===== src/hdl/itt_pkg.sv =====
package itt_pkg;

  localparam int TIMER_SLOTS = 16;
  localparam int ID_W        = 16;
  localparam int WORD_W      = 32;
  localparam int PARAMS      = 4;
  localparam int CNT_W       = $clog2(TIMER_SLOTS + 1);
  localparam int VCNT_W      = 5;

  localparam logic [1:0] REQ_SET  = 2'd0;
  localparam logic [1:0] REQ_STOP = 2'd1;
  localparam logic [1:0] REQ_ACT  = 2'd2;
  localparam logic [1:0] REQ_TICK = 2'd3;

  localparam logic [1:0] KIND_FIRE    = 2'd0;
  localparam logic [1:0] KIND_SUMMARY = 2'd1;
  localparam logic [1:0] KIND_ACK     = 2'd2;

  typedef logic [PARAMS-1:0][WORD_W-1:0] params_t;

  // operation carried along the chain during one pass
  typedef enum logic [2:0] {
    OP_STOP,
    OP_ACT,
    OP_SET,
    OP_ALLOC,
    OP_TICK
  } op_t;

  typedef struct packed {
    logic [1:0]        req_type;
    logic [ID_W-1:0]   timer_id;
    logic [WORD_W-1:0] interval;
    logic [WORD_W-1:0] now_ms;
    logic              active_flag;
    logic              has_params;
    logic [WORD_W-1:0] param_a;
    logic [WORD_W-1:0] param_b;
    logic [WORD_W-1:0] param_c;
    logic [WORD_W-1:0] param_d;
  } in_item_t;

  typedef struct packed {
    logic [1:0]        kind;
    logic [ID_W-1:0]   fired_id;
    logic [WORD_W-1:0] out_param_a;
    logic [WORD_W-1:0] out_param_b;
    logic [WORD_W-1:0] out_param_c;
    logic [WORD_W-1:0] out_param_d;
    logic [VCNT_W-1:0] valid_count;
    logic              found;
    logic              table_full;
    logic              last;
  } out_item_t;

  // request held steady and seen by every cell during a pass
  typedef struct packed {
    op_t               op;
    logic [ID_W-1:0]   timer_id;
    logic [WORD_W-1:0] interval;
    logic [WORD_W-1:0] now_ms;
    logic              active_flag;
    params_t           params;
  } cmd_t;

  // token handed from cell to cell
  typedef struct packed {
    logic             v;
    logic             found;
    logic [CNT_W-1:0] cnt;
  } tok_t;

  typedef struct packed {
    logic            req;
    logic [ID_W-1:0] id;
    params_t         params;
  } fire_t;

endpackage


===== src/hdl/itt_cell.sv =====
module itt_cell (
  input  logic          clk,
  input  logic          rst_n,
  input  itt_pkg::cmd_t  cmd,
  input  itt_pkg::tok_t  tok_in,
  input  logic          stall,
  output itt_pkg::tok_t  tok_out,
  output itt_pkg::fire_t fire
);
  import itt_pkg::*;

  logic              used_r;
  logic [ID_W-1:0]   id_r;
  logic              valid_r;
  logic              active_r;
  logic [WORD_W-1:0] interval_r;
  logic [WORD_W-1:0] last_r;
  params_t           params_r;
  tok_t              tok_r;

  logic              search;
  logic              hit;
  logic              claim;
  logic              tick_live;
  logic              fire_req;
  logic [WORD_W-1:0] elapsed;
  tok_t              tok_nxt;

  assign search    = (cmd.op == OP_STOP) || (cmd.op == OP_ACT) || (cmd.op == OP_SET);
  // only the first matching slot along the chain takes the request
  assign hit       = tok_in.v && search && used_r && (id_r == cmd.timer_id) && !tok_in.found;
  assign claim     = tok_in.v && (cmd.op == OP_ALLOC) && !used_r && !tok_in.found;
  assign tick_live = tok_in.v && (cmd.op == OP_TICK) && used_r && active_r;
  assign elapsed   = cmd.now_ms - last_r;
  assign fire_req  = tick_live && valid_r && (elapsed > interval_r);

  always_comb begin
    tok_nxt       = tok_in;
    tok_nxt.found = tok_in.found | hit | claim;
    if (tick_live && valid_r) begin
      tok_nxt.cnt = tok_in.cnt + CNT_W'(1);
    end
  end

  always_ff @(posedge clk) begin
    if (!rst_n) begin
      tok_r.v <= 1'b0;
      used_r  <= 1'b0;
    end else if (!stall) begin
      tok_r <= tok_nxt;
      if (claim) begin
        used_r <= 1'b1;
      end else if (tick_live && !valid_r) begin
        used_r <= 1'b0;
      end
    end
  end

  always_ff @(posedge clk) begin
    if (!stall) begin
      if (hit) begin
        unique case (cmd.op)
          OP_STOP: valid_r  <= 1'b0;
          OP_ACT:  active_r <= cmd.active_flag;
          OP_SET: begin
            valid_r    <= 1'b1;
            interval_r <= cmd.interval;
            last_r     <= cmd.now_ms;
            params_r   <= cmd.params;
          end
          default: ;
        endcase
      end
      if (claim) begin
        id_r       <= cmd.timer_id;
        active_r   <= 1'b1;
        valid_r    <= 1'b1;
        interval_r <= cmd.interval;
        last_r     <= cmd.now_ms;
        params_r   <= cmd.params;
      end
      if (fire_req) begin
        last_r <= cmd.now_ms;
      end
    end
  end

  assign tok_out     = tok_r;
  assign fire.req    = fire_req;
  assign fire.id     = fire_req ? id_r : '0;
  assign fire.params = fire_req ? params_r : '0;

endmodule


===== config.mk =====
export PLATFORM = sky130hd
export DESIGN_NAME = itt_cell
export DESIGN_NICKNAME = d
export VERILOG_FILES = /design/src/hdl/itt_pkg.sv /design/src/hdl/itt_cell.sv
export SDC_FILE = /design/constraint.sdc
export NUM_CORES = 1
export LEC_CHECK = 0
export ABC_AREA = 1
export ABC_CLOCK_PERIOD_IN_PS = 10700
export BUFFER_PORTS_ARGS = -buffer_cell sky130_fd_sc_hd__clkbuf_2
export CAP_MARGIN = 30
export CORE_UTILIZATION = 55
export CTS_CLUSTER_DIAMETER = 200
export DETAILED_ROUTE_END_ITERATION = 8
export PLACE_DENSITY = 0.86
export SETUP_SLACK_MARGIN = 0.05
export SYNTH_ARGS = -nofsm -noshare
export SYNTH_HDL_FRONTEND = slang
export SYNTH_SLANG_ARGS = --single-unit

===== constraint.sdc =====
create_clock -name clk -period 10.7 [get_ports clk]
set_input_delay 1.07 -clock clk [delete_from_list [all_inputs] [get_ports clk]]
set_output_delay 1.07 -clock clk [all_outputs]
set_load 0.005 [all_outputs]

==> results.cfg <==
[setup_path]
setup.worst_path.start_class = primary input
end_kind = output port
critical_path_arrival_ns = 5.25
worst-path-buf-inv = 5
path_max_fanout = 76
cp-startpoint = cmd[143]
critical_path_class = primary input to output port
r2r-end = last_r[0]$_DFFE_PP_
cp_cell_sequence = clkbuf_2 > ha_1 > nand2_1 > nor2_1 > inv_1 > nor3_1 > nand3_1 > nand2_1 > nand2_1 > nand2_1 > inv_1 > ha_1 > a21oi_1 > o21ai_0 > nand2_1 > nand2_1 > a21oi_1 > nand2_1 > nand2_4 > buf_4 > nor2_1 > clkbuf_2
reg2reg_from = last_r[14]$_DFFE_PP_
critical-path-max-stage-delay_ns = 0.67
ff2ff_path_depth = 19
critical_path.slowest_cell = buf_4
timing.critical_path.required_ns = 9.63
cpLargestDelayFamily = simple AND/OR/NAND/NOR gates
rrSetupSlack_ns = 6.87
cpMostUsedCell = nand2_1

[logic_synthesis]
yosysTopAreaCell = edfxtp_1
synth_compound_area_share_pct = 4.54
synth-xor-area-share_pct = 2.22
yosys_warnings = 0
async_reset_ff_share_pct = 0
syn_inst = 1147
syn-cell-area_um2 = 11100
synthDistinctLibCells = 29
synth.most_common_cell = inv_1
syn_avg_cell_area_um2 = 9.65
synthAdderAreaFrac_pct = 7.42
ys_ff_latch = 218
synth_area_leaders = edfxtp_1, inv_1, ha_1, nor2_1, nand2_1
synth-simple-area-share_pct = 16.7
synthMuxAreaShare_pct = 0
synthTopCellsByCount = inv_1, edfxtp_1, nor2_1, nand2_1, ha_1
yosysSeqAreaShare_pct = 59.0
synth_flop_cell = edfxtp_1
synth-edff-count = 216
synth_nets = 1434
synth_top_family_by_area = simple AND/OR/NAND/NOR gates
synth_top_area_share_pct = 58.6

[min_path]
min_to = tok_out[6]$_SDFFE_PN0N_
worstHoldStart = tok_out[6]$_SDFFE_PN0N_
min_path_type = flop to flop
holdPathStages = 2

[drt]
drcViolationCount = 0
post_drt_wl_per_cell_um = 16.7
drtPass1Iterations = 6
drt_iter0_drc = 480
wirelength_um = 30300
ant_nets = 0
via_per_inst = 4.99
vias = 9081

[die]
row_count = 51
core_um2 = 19600
die-area_um2 = 20700
io_pins = 374
die_w_um = 144
die_y_um = 144
initial_core_util_pct = 56.5

[place]
placed_area_um2 = 13200
hpwl_um = 23600
io_buffer_count = 373
gp_congestion = 0.936

[clocking]
insertion_delay_ns = 0.53
post_cts_buffers = 0
cts-root-buf = clkbuf_16
cts_inserted_buffers = 24
htree_levels = 1
cts_buffer_depth = 3
cts_tree = built
holdBufCountCts = 0
clk_pin_slew_ns = 0.06
cts-resized-gates = 0
cts.sinks = 218

[timing]
finalCritPeriodShare_pct = 59.0
tightest_slew_ns = 0.771
rsz0062_at_grt = false
setup_viol = 0
final.min_clock_period_ns = 6.32
hold_viol_final = 0
fin_skew_ns = 0.0134
setup-tns-final_ns = 0
finalMaxSlewViolations = 0
max-slew-margin-rel_pct = 48.6
fmax_mhz = 158

[finish]
fin_util_pct = 71.5
fillers = 1445
nets = 1822
design_area_um2 = 14000
drive_gt1_share_pct = 27.1
area_growth_pct = 26.5

[power_and_ir_drop]
p_per_area_nw_per_um2 = 136
total_power_mw = 1.90
ir_drop_v = 0.000192
leakagePower_nw = 7.14

[grt]
grtUsageMet2_pct = 53.3
grt_use_total_pct = 28.9
grt_pass1_wl_um = 44600
grt_max_degree = 77
grt_antenna_before_repair = 1
grtUsageMet1_pct = 30.1
grt_busiest_layer = met2
grt_overflow_total = 0
grtUsageMet3_pct = 7.06
first_global_vias = 9007

[run]
cap_violations = 0

[status]
status = finished, final reports clean
==> kinds of logic after synthesis <==
group,count (synthesis)
compound gates,95
flops,218
fa+ha+maj,65
simple gates,458
xor+xnor,28
buf+inv,283
==> area by class of cell <==
type | instances | area, um^2 | share of cell area, %
flip-flops and latches | 218 | 6530 | 46.6
multi-input cells | 646 | 3420 | 24.5
repair buffers | 378 | 1920 | 13.7
inverters | 267 | 1010 | 7.19
clock buffers | 32 | 641 | 4.58
well taps | 265 | 332 | 2.37
clock inverters | 11 | 141 | 1.01
diodes | 2 | 5.00 | 0.0357
==> metal layers <==
layer,up-vias,wire [um]
met2,396,16000
met3,118,2190
met1,4136,10600
li1,4431,-
met5,-,0
met4,0,1590
==> sequential cells by signal, summed over array words and instances, names as in the netlist <==
| name | count |
|---|---|
| valid_r | 1 |
| id_r | 16 |
| last_r | 32 |
| used_r | 1 |
| params_r | 128 |
| tok_out | 7 |
| interval_r | 32 |
| active_r | 1 |
==> power by group <==
| group | internal (mW) | switching, mW |
|---|---|---|
| Combinational | 0.0647 | 0.0809 |
| Clock | 0.474 | 0.341 |
| Sequential | 0.942 | 0.00100 |
==> worst max path at each step <==
stage,endpoint,slack (ns),depth (start not counted)
after floorplan,interval_r[0]$_DFFE_PP_,5.28,9
after global placement,fire[96],4.60,22
after detailed placement,fire[112],4.52,22
after CTS,fire[59],4.48,22
after global routing,fire[17],4.01,25
final,fire[59],4.38,22
==> worst min-delay path, delay by kind of cell, from the launching register on <==
family	cells	cell delay, ns
flops	1	0.31
simple gates	2	0.14
==> cells in the final DEF (no fill, tap or decap), types with 3 or more instances in the layout <==
cell type | netlist | routed
o211ai_1 | 3 | 3
o21ai_0 | 29 | 29
clkbuf_1 | 0 | 7
inv_1 | 267 | 266
ha_1 | 64 | 64
a21o_1 | 4 | 4
nor3_1 | 10 | 10
buf_4 | 1 | 4
nand3_1 | 37 | 37
edfxtp_1 | 216 | 216
nor2_1 | 205 | 205
nand4_1 | 6 | 6
clkbuf_2 | 0 | 373
xor2_1 | 20 | 20
a21oi_1 | 55 | 55
clkinv_2 | 0 | 3
nand3b_1 | 4 | 4
clkbuf_16 | 0 | 24
xnor2_1 | 8 | 8
nand2_1 | 188 | 188
==> metrics by stage <==
stage               setup WS, ns  hold slack (ns)  cells
finish                      4.38            0.495   1819
global placement            4.60            0.470   1773
detailed placement          4.52            0.488   1774
floorplan                   5.28            0.479   1147
global route                4.01            0.513   1817
CTS                         4.48            0.494   1817
No activity file was read; power rests on OpenSTA's default activity.
